### config.mk
export PLATFORM = sky130hd
export DESIGN_NAME = dual_adc_frame_pairer
export DESIGN_NICKNAME = d
export VERILOG_FILES = /design/src/rtl/dafp_pkg.sv /design/src/rtl/dual_adc_frame_pairer.sv
export SDC_FILE = /design/constraint.sdc
export NUM_CORES = 1
export LEC_CHECK = 0
export ABC_AREA = 1
export BUFFER_PORTS_ARGS = -buffer_cell sky130_fd_sc_hd__buf_2
export CAP_MARGIN = 20
export CORE_ASPECT_RATIO = 1.5
export CORE_MARGIN = 10
export CORE_UTILIZATION = 45
export CTS_CLUSTER_SIZE = 40
export DETAILED_ROUTE_END_ITERATION = 8
export PLACE_DENSITY = 0.65
export SYNTH_ARGS = -nofsm -noshare
export SYNTH_HDL_FRONTEND = slang
export SYNTH_SLANG_ARGS = --single-unit
### constraint.sdc
create_clock -name clk -period 8.8 [get_ports clk]
set_input_delay 1.76 -clock clk [delete_from_list [all_inputs] [get_ports clk]]
set_output_delay 1.76 -clock clk [all_outputs]
set_load 0.05 [all_outputs]
### src/rtl/dafp_pkg.sv
// Package for the dual converter frame pairer: drop codes, register indexes and the result item.
`timescale 1ns / 1ps

package dafp_pkg;

  // Which pending half, if any, an event threw away.
  typedef enum logic [2:0] {
    DROP_NONE          = 3'd0,
    DROP_ONE_TIMEOUT   = 3'd1,
    DROP_TWO_TIMEOUT   = 3'd2,
    DROP_ONE_OVERWRITE = 3'd3,
    DROP_TWO_OVERWRITE = 3'd4
  } drop_t;

  // Configuration register indexes.
  localparam logic [1:0] CFG_RANK_ORDER   = 2'd0;
  localparam logic [1:0] CFG_PAIR_TIMEOUT = 2'd1;
  localparam logic [1:0] CFG_ADC_RUNNING  = 2'd2;

  localparam logic [31:0] TIMEOUT_RESET = 32'd8400;

  // One result item as it sits in the output register or the skid register.
  typedef struct packed {
    logic        frame_out;
    logic [31:0] frame_seq;
    logic [11:0] m0_shunt_one;
    logic [11:0] m0_shunt_two;
    logic [11:0] m1_shunt_two;
    logic [11:0] m1_shunt_one;
    logic [11:0] bus_voltage;
    logic [11:0] switch_temp;
    logic        frame_valid;
    drop_t       drop_code;
    logic [31:0] pair_gap;
  } res_t;

endpackage

### src/rtl/dual_adc_frame_pairer.sv
// Top level of the dual converter frame pairer: input register, pairing logic, output skid buffer.
`timescale 1ns / 1ps

//  Channel   Direction  Handshake            Payload
//  ------    ---------  -------------------  ---------------------------------------------
//  in        sink       in_valid / in_stall  mode, time_now, sample_a .. sample_d
//  out       source     out_valid/out_stall  frame_out, frame_seq, six samples, frame_valid,
//                                            drop_code, pair_gap
//  cfg       sink       cfg_valid/cfg_ready  cfg_index, cfg_data
//
//  Each item is held in the input register, passes through the pairing logic and goes to the
//  output register, or to the skid register while the output is stalled. One item is taken
//  every cycle while in_stall is low; the rate is set by the single pass through the pairing logic.
//  Reset (rst, synchronous) empties every stage, clears both pending halves and the sequence
//  count, and returns the registers to their reset values. cfg_ready is always high.
//  When the output is stalled the skid register takes one more result; only once that is full
//  does in_stall rise, and it depends on registered state alone.

module dual_adc_frame_pairer
  import dafp_pkg::*;
(
  input  logic        clk,
  input  logic        rst,

  input  logic        in_valid,
  output logic        in_stall,
  input  logic        mode,
  input  logic [31:0] time_now,
  input  logic [11:0] sample_a,
  input  logic [11:0] sample_b,
  input  logic [11:0] sample_c,
  input  logic [11:0] sample_d,

  output logic        out_valid,
  input  logic        out_stall,
  output logic        frame_out,
  output logic [31:0] frame_seq,
  output logic [11:0] m0_shunt_one,
  output logic [11:0] m0_shunt_two,
  output logic [11:0] m1_shunt_two,
  output logic [11:0] m1_shunt_one,
  output logic [11:0] bus_voltage,
  output logic [11:0] switch_temp,
  output logic        frame_valid,
  output logic [2:0]  drop_code,
  output logic [31:0] pair_gap,

  input  logic        cfg_valid,
  output logic        cfg_ready,
  input  logic [1:0]  cfg_index,
  input  logic [31:0] cfg_data
);

  // Configuration registers.
  logic        rank_order;
  logic [31:0] pair_timeout;
  logic        adc_running;

  // Input register.
  logic        s1_valid;
  logic        s1_mode;
  logic [31:0] s1_time;
  logic [11:0] s1_a;
  logic [11:0] s1_b;
  logic [11:0] s1_c;
  logic [11:0] s1_d;

  // Pairing state.
  logic        half_one_pending;
  logic        half_two_pending;
  logic [31:0] half_one_time;
  logic [31:0] half_two_time;
  logic [11:0] held_voltage;
  logic [11:0] held_temp;
  logic [11:0] held_ranks [4];
  logic [31:0] seq_count;

  // Output register and skid register.
  logic        main_valid;
  res_t        main_res;
  logic        skid_valid;
  res_t        skid_res;

  logic        in_accept;
  logic        fire;
  logic        main_free;

  // Pairing logic.
  logic        timeout_one;
  logic        timeout_two;
  logic        one_left;
  logic        two_left;
  logic        publish;
  logic [31:0] other_time;
  logic [31:0] gap_up;
  logic [31:0] gap_down;
  logic [11:0] rank0;
  logic [11:0] rank1;
  logic [11:0] rank2;
  logic [11:0] rank3;
  logic [11:0] volt_sel;
  logic [11:0] temp_sel;
  logic [31:0] seq_count_next;
  drop_t       drop;
  res_t        res;

  assign cfg_ready = 1'b1;
  assign in_stall  = s1_valid & skid_valid;
  assign in_accept = in_valid & ~in_stall;
  assign fire      = s1_valid & ~skid_valid;
  assign main_free = ~main_valid | ~out_stall;

  always_comb begin
    // A lone half that has waited longer than the timeout is thrown away first. Only one
    // half can be lone, so at most one of these is set.
    timeout_one = half_one_pending & ~half_two_pending &
                  ((s1_time - half_one_time) > pair_timeout);
    timeout_two = half_two_pending & ~half_one_pending &
                  ((s1_time - half_two_time) > pair_timeout);
    one_left    = half_one_pending & ~timeout_one;
    two_left    = half_two_pending & ~timeout_two;

    if (timeout_one) begin
      drop = DROP_ONE_TIMEOUT;
    end else if (timeout_two) begin
      drop = DROP_TWO_TIMEOUT;
    end else begin
      drop = DROP_NONE;
    end

    // The arriving half replaces its own side; the other side's stored values stand.
    if (s1_mode == 1'b0) begin
      if (one_left) begin
        drop = DROP_ONE_OVERWRITE;
      end
      publish    = two_left;
      other_time = half_two_time;
      volt_sel   = s1_a;
      temp_sel   = s1_b;
      rank0      = held_ranks[0];
      rank1      = held_ranks[1];
      rank2      = held_ranks[2];
      rank3      = held_ranks[3];
    end else begin
      if (two_left) begin
        drop = DROP_TWO_OVERWRITE;
      end
      publish    = one_left;
      other_time = half_one_time;
      volt_sel   = held_voltage;
      temp_sel   = held_temp;
      rank0      = s1_a;
      rank1      = s1_b;
      rank2      = s1_c;
      rank3      = s1_d;
    end

    // The gap is the plain unsigned distance between the two timestamps, with no wrap.
    gap_up   = s1_time - other_time;
    gap_down = other_time - s1_time;

    seq_count_next = publish ? seq_count + 32'd1 : seq_count;

    res           = '0;
    res.frame_seq = seq_count_next;
    res.drop_code = drop;
    if (publish) begin
      res.frame_out    = 1'b1;
      res.m0_shunt_one = rank_order ? rank1 : rank0;
      res.m0_shunt_two = rank_order ? rank0 : rank1;
      res.m1_shunt_two = rank2;
      res.m1_shunt_one = rank3;
      res.bus_voltage  = volt_sel;
      res.switch_temp  = temp_sel;
      res.frame_valid  = adc_running;
      res.pair_gap     = (s1_time < other_time) ? gap_down : gap_up;
    end
  end

  always_ff @(posedge clk) begin
    if (rst) begin
      rank_order   <= 1'b0;
      pair_timeout <= TIMEOUT_RESET;
      adc_running  <= 1'b0;
    end else if (cfg_valid && cfg_ready) begin
      unique case (cfg_index)
        CFG_RANK_ORDER:   rank_order   <= cfg_data[0];
        CFG_PAIR_TIMEOUT: pair_timeout <= cfg_data;
        CFG_ADC_RUNNING:  adc_running  <= cfg_data[0];
        default: ;
      endcase
    end
  end

  // Input register: refilled whenever it empties or its item moves on.
  always_ff @(posedge clk) begin
    if (rst) begin
      s1_valid <= 1'b0;
    end else if (in_accept) begin
      s1_valid <= 1'b1;
    end else if (fire) begin
      s1_valid <= 1'b0;
    end
    if (in_accept) begin
      s1_mode <= mode;
      s1_time <= time_now;
      s1_a    <= sample_a;
      s1_b    <= sample_b;
      s1_c    <= sample_c;
      s1_d    <= sample_d;
    end
  end

  // Pairing state is updated only when the item in the input register moves on.
  always_ff @(posedge clk) begin
    if (rst) begin
      half_one_pending <= 1'b0;
      half_two_pending <= 1'b0;
      seq_count        <= '0;
    end else if (fire) begin
      seq_count <= seq_count_next;
      if (publish) begin
        half_one_pending <= 1'b0;
        half_two_pending <= 1'b0;
      end else if (s1_mode == 1'b0) begin
        half_one_pending <= 1'b1;
        half_two_pending <= two_left;
      end else begin
        half_one_pending <= one_left;
        half_two_pending <= 1'b1;
      end
    end
    if (fire) begin
      if (s1_mode == 1'b0) begin
        held_voltage  <= s1_a;
        held_temp     <= s1_b;
        half_one_time <= s1_time;
      end else begin
        held_ranks[0] <= s1_a;
        held_ranks[1] <= s1_b;
        held_ranks[2] <= s1_c;
        held_ranks[3] <= s1_d;
        half_two_time <= s1_time;
      end
    end
  end

  // Output register with a skid register behind it. A result goes to the output register when
  // that is free, otherwise it waits in the skid register, which drains first.
  always_ff @(posedge clk) begin
    if (rst) begin
      main_valid <= 1'b0;
      skid_valid <= 1'b0;
    end else if (main_free) begin
      main_valid <= skid_valid | fire;
      skid_valid <= 1'b0;
    end else if (fire) begin
      skid_valid <= 1'b1;
    end
    if (main_free) begin
      if (skid_valid) begin
        main_res <= skid_res;
      end else if (fire) begin
        main_res <= res;
      end
    end else if (fire) begin
      skid_res <= res;
    end
  end

  assign out_valid    = main_valid;
  assign frame_out    = main_res.frame_out;
  assign frame_seq    = main_res.frame_seq;
  assign m0_shunt_one = main_res.m0_shunt_one;
  assign m0_shunt_two = main_res.m0_shunt_two;
  assign m1_shunt_two = main_res.m1_shunt_two;
  assign m1_shunt_one = main_res.m1_shunt_one;
  assign bus_voltage  = main_res.bus_voltage;
  assign switch_temp  = main_res.switch_temp;
  assign frame_valid  = main_res.frame_valid;
  assign drop_code    = main_res.drop_code;
  assign pair_gap     = main_res.pair_gap;

endmodule

### Word level (Yosys, flattened, before mapping)

Memory sizes are Yosys's and may differ from the RTL's.
Cells that the tools add are included.

* flip-flop bits (word level): 522
* bits in writable memories: 48
* input bits: 120
* output and inout port bits: 144
* logic and storage cells: 115
* memories kept: 1

* add/subtract/negate cells: 5
* magnitude comparators: 3
* equality and inequality tests: 2
* multiplexer cells: 31
* bitwise logic cells: 21
* reductions and logical operators: 11

Memory list
* held_ranks: words 4, bits a word 12, rd ports 4, clocked after memory_dff 0, wr ports 4, line dual_adc_frame_pairer.sv:75 `logic [11:0] held_ranks [4];`

Operators with widths (count)
* 141-bit 2-to-1 mux: 2
* 32-bit 2-to-1 mux: 4
* 32-bit subtractor: 4
* 12-bit 2-to-1 mux: 8
* 73-bit 2-to-1 mux: 1
* 32-bit > comparator: 2
* 32-bit by 1-bit adder with 32-bit output, second input constant: 1
* 32-bit < comparator: 1
* 2-bit AND reduction: 7
* 3-bit 2-to-1 mux: 4
* 1-bit 2-to-1 mux: 11
* 1-bit inverter: 10
* 1-bit bitwise AND: 9
* 2-bit nonzero test: 2
* 2-bit by 1-bit == test with 1-bit output, second input constant: 1
* 2-bit == test, second input constant: 1
* 2-bit logical NOT: 1
* 2-bit 2-to-1 mux: 1
* 1-bit OR: 2
* 2-bit OR reduction: 1

### Longest topological paths before layout

* word-level depth: 9
* gate-level depth with buffers: 35
* mapped depth without buffers: 33

### Least setup slack after synthesis

OpenSTA, ideal clock, no wires.

* path type: input to register
* start point: input out_stall
* end point: register main_res, in the netlist bus_voltage[0] (enable)
* library setup time: 0.688 ns
* data arrival time: 8.562 ns
* required time: 8.112 ns
* path slack: -0.450 ns
* stages: 1
* path buffers: 0
* path through: a21oi_1

* word-level cells in the longest chain between the ends: 3

Ends and longest elaborated chain
* from (decl): line dual_adc_frame_pairer.sv:35 `input logic out_stall,`
* 1-bit inverter: line dual_adc_frame_pairer.sv:111 `assign main_free = ~main_valid | ~out_stall;`
* 1-bit OR: line dual_adc_frame_pairer.sv:111
* 2-bit AND reduction (no source line)
* to (signal assigned): line dual_adc_frame_pairer.sv:262 `main_res <= skid_res;`
* to (signal assigned): line dual_adc_frame_pairer.sv:264 `main_res <= res;`
* to (decl): line dual_adc_frame_pairer.sv:80 `res_t main_res;`

Every way passes these cells.
A chain may end at the register's enable or synchronous reset.

==> results.txt <==
----------------------------------------------------
[Critical path]
  Kind of critical path ... register to register
  End point of the critical path ... switch_temp[11]$_DFFE_PP_
  Length in cells of the worst reg-to-reg path ... 28
  Critical path capture point type ... register
  Worst endpoint required time ... 9.21 ns
  CP Launch Type ... register
  Cell mode on critical path ... sky130_fd_sc_hd__nand2_1
  Startpoint of the most critical setup path ... s1_time[2]$_DFFE_PP_
  Reg2reg end ... switch_temp[11]$_DFFE_PP_
  Cell at the slowest stage of the critical path ... sky130_fd_sc_hd__inv_6
  Worst stage delay on the critical path ... approximately 0.8 ns
  Reg2Reg Setup Slack ... about 2.2 ns
  CP Data Arrival Time ... about 7 ns
  Highest net fanout along the worst path ... 73
  Beginning of the worst register-to-register path ... s1_time[2]$_DFFE_PP_

[Global routing]
  GR Util All Layers ... between 20% and 30%
  Vias in the first global route ... 24.80k
  Global route overflow ... 0
  Largest net degree at the start of global routing ... between 80 and 90
  Global-route wire length before repair ... 143000 um
  Number of antenna violations at the first check in global routing ... 3

[Synthesis]
  Largest family of logic cells by synthesized area ... simple AND/OR/NAND/NOR gates
  Most common flop cell mapped by yosys ... sky130_fd_sc_hd__edfxtp_1
  Multiplexer fraction of the synthesized cell area ... 0.03070%
  Top area cells in the synthesized netlist ... sky130_fd_sc_hd__edfxtp_1 46%, sky130_fd_sc_hd__nand2_1 13%, sky130_fd_sc_hd__ha_1 7.3%, sky130_fd_sc_hd__inv_1 5.3%, sky130_fd_sc_hd__dfxtp_1 4.4%
  Number of instances in the synthesized netlist ... around 3.8k
  EDFF count, synth ... around 500
  Area share of the largest cell type after synthesis ... between 40% and 50%
  Simple-Gate Fraction of Synth Area ... ~23%
  Synthesized area divided by synthesized cell count ... just under 9 sq um
  Post-synthesis xor/xnor area fraction ... between 3 and 4%
  Number of storage elements in the synthesis netlist ... between 500 and 600
  Yosys Warn Count ... 0
  Share of the yosys chip area belonging to registers ... between 50% and 60%
  Number of nets produced by synthesis ... between 4k and 5k
  Largest area contributor in the netlist ... sky130_fd_sc_hd__edfxtp_1
  Cell Area, Synth ... ~33000 sq um
  Compound-cell area share of the yosys netlist ... approximately 8.8%
  Adder-cell share of the synthesized area ... under 10%
  Leading cell types by count after synthesis ... 1169 x sky130_fd_sc_hd__nand2_1, 499 x sky130_fd_sc_hd__edfxtp_1, 459 x sky130_fd_sc_hd__inv_1
  Count of distinct cell types in the synthesized netlist ... 53
  Most numerous cell in the Yosys netlist ... sky130_fd_sc_hd__nand2_1
  Async set-reset flop share out of synthesis ... 0%

[Detailed routing]
  Remaining antenna violation count ... 0
  Vias ... ~25k
  Detailed-route DRC error count ... 0
  Wire length reported by the detailed router ... roughly 94000 um
  Number of DRC markers after the initial detailed-route iteration ... between 1.5k and 2k
  Avg Vias per Cell ... approximately 5.1
  Pre-Repair DR Iteration Count ... 5
  Average detailed-routed wire length per instance ... ~19 um

[Place]
  Number of buffers added on ports ... 262
  Total instance count after detailed placement ... ~4.8k
  Dpl hpwl ... 70190 um
  Global placer's final weighted congestion ... between 0.9 and 1

[Floorplan]
  Boundary Pins ... 264
  Chip height ... 349.7 um
  Area of the core region ... between 70000 and 80000 sq um
  Starting Density ... around 46%
  Floorplan die area ... 83850 sq um
  Horizontal die dimension ... 239.8 um
  Site Rows ... 120

[Power and ir drop]
  Proportion of total power due to net switching ... roughly 30%
  Total leakage power ... ~16 nW
  Power share of the sequential group ... a little under half
  Net switching power figure ... around 2 mW
  Largest voltage drop on the vdd net ... 0.1724 mV
  Power density normalized to cell area ... about 190 nW/um^2
  Internal power ... about 4.8 mW
  Clock network fraction of total power ... between 30% and 40%
  Combinational share of power ... 18.5%

[STA]
  Final-report hold violation count ... 0
  Shortest period the worst path allows ... 6.584 ns
  Final number of setup-violating endpoints ... 0
  Final setup skew ... approximately 0.021 ns
  Number of pins exceeding their max-slew limit in the final report ... 0
  Setup repair after global routing missed its margin ... no
  Post-route clock period utilization ... around three quarters
  Worst slew margin ... a little under a third
  Final-layout setup total negative slack ... 0 ns
  Achievable Freq ... 151.9 MHz
  Actual slew at the worst max-slew pin ... 1.049 ns

[Flow run]
  Max-cap viol count ... 0

[Clock network]
  Number of clock buffers inserted by TritonCTS ... between 50 and 60
  Total number of clock tree sinks ... 570
  Clock buffer depth ... 3
  Post-CTS Repair Setup Buffers ... 0
  Post-cts hold buffer count ... 0
  Clock-pin slew on the worst setup and hold paths ... 0.07 ns
  Htree depth ... 2
  Cell at the root of the clock tree ... sky130_fd_sc_hd__clkbuf_16
  Number of cells upsized or downsized after cts ... 0
  Clock insertion delay at the later pin of the skew report ... around 0.65 ns
  TritonCTS clock tree ... done

[Cells and area]
  Final std cells w/o fill ... between 4k and 5k
  Share of post-route cells with drive strength above 1 ... between 10% and 20%
  Synthesis-to-finish area growth ... 12.44%
  Final nets ... ~4.3k

[Status]
  Status ... finished clean

[Hold path]
  Path class of the lowest-slack min-delay path ... register to register

----------------------------------------------------
cells by family after synthesis:
| kind of cell | count (synthesis) |
|---|---|
| AND/OR/NAND/NOR | 1751 |
| other | 1 |
| multiplexers | 1 |
| AO/OA/AOI/OAI | 535 |
| flip-flops | 570 |
| XOR/XNOR | 122 |
| adder cells (fa/ha/maj) | 194 |
| buffers and inverters | 578 |
registers in the layout (all words and copies together) (netlist names), 32 cells and up:
name	count
half_two_time	32
s1_time	32
frame_seq	32
skid_res	141
seq_count	32
half_one_time	32
pair_timeout	32
held_ranks	48
pair_gap	32
cell type report:
cell class              count  area, sq um
inverters                 466         1757
clock inverters            42        424.2
repair buffers            288         1526
clock buffers              64         1441
flip-flops and latches    570        16410
diodes                      1        2.502
fillers                  6817        34950
multi-input cells        2604        13960
well taps                 915         1145
power groups by stage:
stage               clock [mW]  sequential, mW  combinational [mW]
CTS                       2.53            3.13                1.27
floorplan                    0            3.30               0.788
detailed placement           0            3.19                1.27
finish                    2.46            3.13                1.27
global placement             0            3.19                1.26
global route              2.61            3.14                1.41
cells in the final DEF (no fill, tap or decap), types with 6 or more instances in the layout:
cell type and n:
sky130_fd_sc_hd__nand2_1 1169, sky130_fd_sc_hd__edfxtp_1 499, sky130_fd_sc_hd__inv_1 458, sky130_fd_sc_hd__buf_2 262, sky130_fd_sc_hd__nor2_1 243, sky130_fd_sc_hd__a21oi_1 242
sky130_fd_sc_hd__o21ai_0 214, sky130_fd_sc_hd__ha_1 190, sky130_fd_sc_hd__nand3_1 139, sky130_fd_sc_hd__xor2_1 106, sky130_fd_sc_hd__dfxtp_1 70, sky130_fd_sc_hd__nor2_4 56
sky130_fd_sc_hd__clkbuf_16 56, sky130_fd_sc_hd__or2_2 32, sky130_fd_sc_hd__nand4_1 31, sky130_fd_sc_hd__nor3_1 26, sky130_fd_sc_hd__buf_4 25, sky130_fd_sc_hd__a21o_1 19
sky130_fd_sc_hd__nand2_2 17, sky130_fd_sc_hd__clkinv_1 17, sky130_fd_sc_hd__xnor2_1 16, sky130_fd_sc_hd__o21a_1 14, sky130_fd_sc_hd__nor2_2 14, sky130_fd_sc_hd__o211ai_1 12
sky130_fd_sc_hd__clkinv_2 11, sky130_fd_sc_hd__nor4_1 10, sky130_fd_sc_hd__o21bai_1 9, sky130_fd_sc_hd__a31oi_1 7, sky130_fd_sc_hd__clkbuf_1 7, sky130_fd_sc_hd__bufinv_16 6
metal layers:
metal	global-route usage (%)	share of wire, %
met5	0	0.015
met4	7.905	3.6
met3	2.534	4.3
met2	41.28	53
met1	24.84	39
how the worst min path moves through the flow:
| stage | depth (start not counted) | to | start |
|---|---|---|---|
| floorplan | 0 | held_ranks[2][0]$_DFFE_PP_ | s1_c[0]$_DFFE_PP_ |
| global placement | 0 | held_ranks[3][6]$_DFFE_PP_ | s1_d[6]$_DFFE_PP_ |
| detailed placement | 0 | held_ranks[2][11]$_DFFE_PP_ | s1_c[11]$_DFFE_PP_ |
| CTS | 0 | held_ranks[3][6]$_DFFE_PP_ | s1_d[6]$_DFFE_PP_ |
| global route | 0 | held_ranks[3][5]$_DFFE_PP_ | s1_d[5]$_DFFE_PP_ |
| finish | 0 | held_ranks[3][6]$_DFFE_PP_ | s1_d[6]$_DFFE_PP_ |
worst max-delay path, delay by kind of cell (launching register included):
kind	cells	cell delay, ns
simple gates	17	2.55
buf+inv	4	1.49
compound gates	5	1.04
fa+ha+maj	2	0.71
flops	1	0.48
stage by stage:
stage / hold WS, ns / power [mW] / area [sq um] / util, % / worst slack (ns)
after floorplan: 0.4268 / 4.087 / 32610 / - / 0.4139
after CTS: 0.4583 / 6.929 / 36630 / 51.15 / 2.157
after global placement: 0.4332 / 4.442 / 34770 / 48.55 / 2.235
final: 0.4546 / 6.859 / 36660 / 51.19 / 2.216
after detailed placement: 0.4378 / 4.454 / 34770 / 48.55 / 2.132
after global routing: 0.4651 / 7.162 / 36660 / 51.19 / 1.602
No activity file was read; power rests on OpenSTA's default activity.
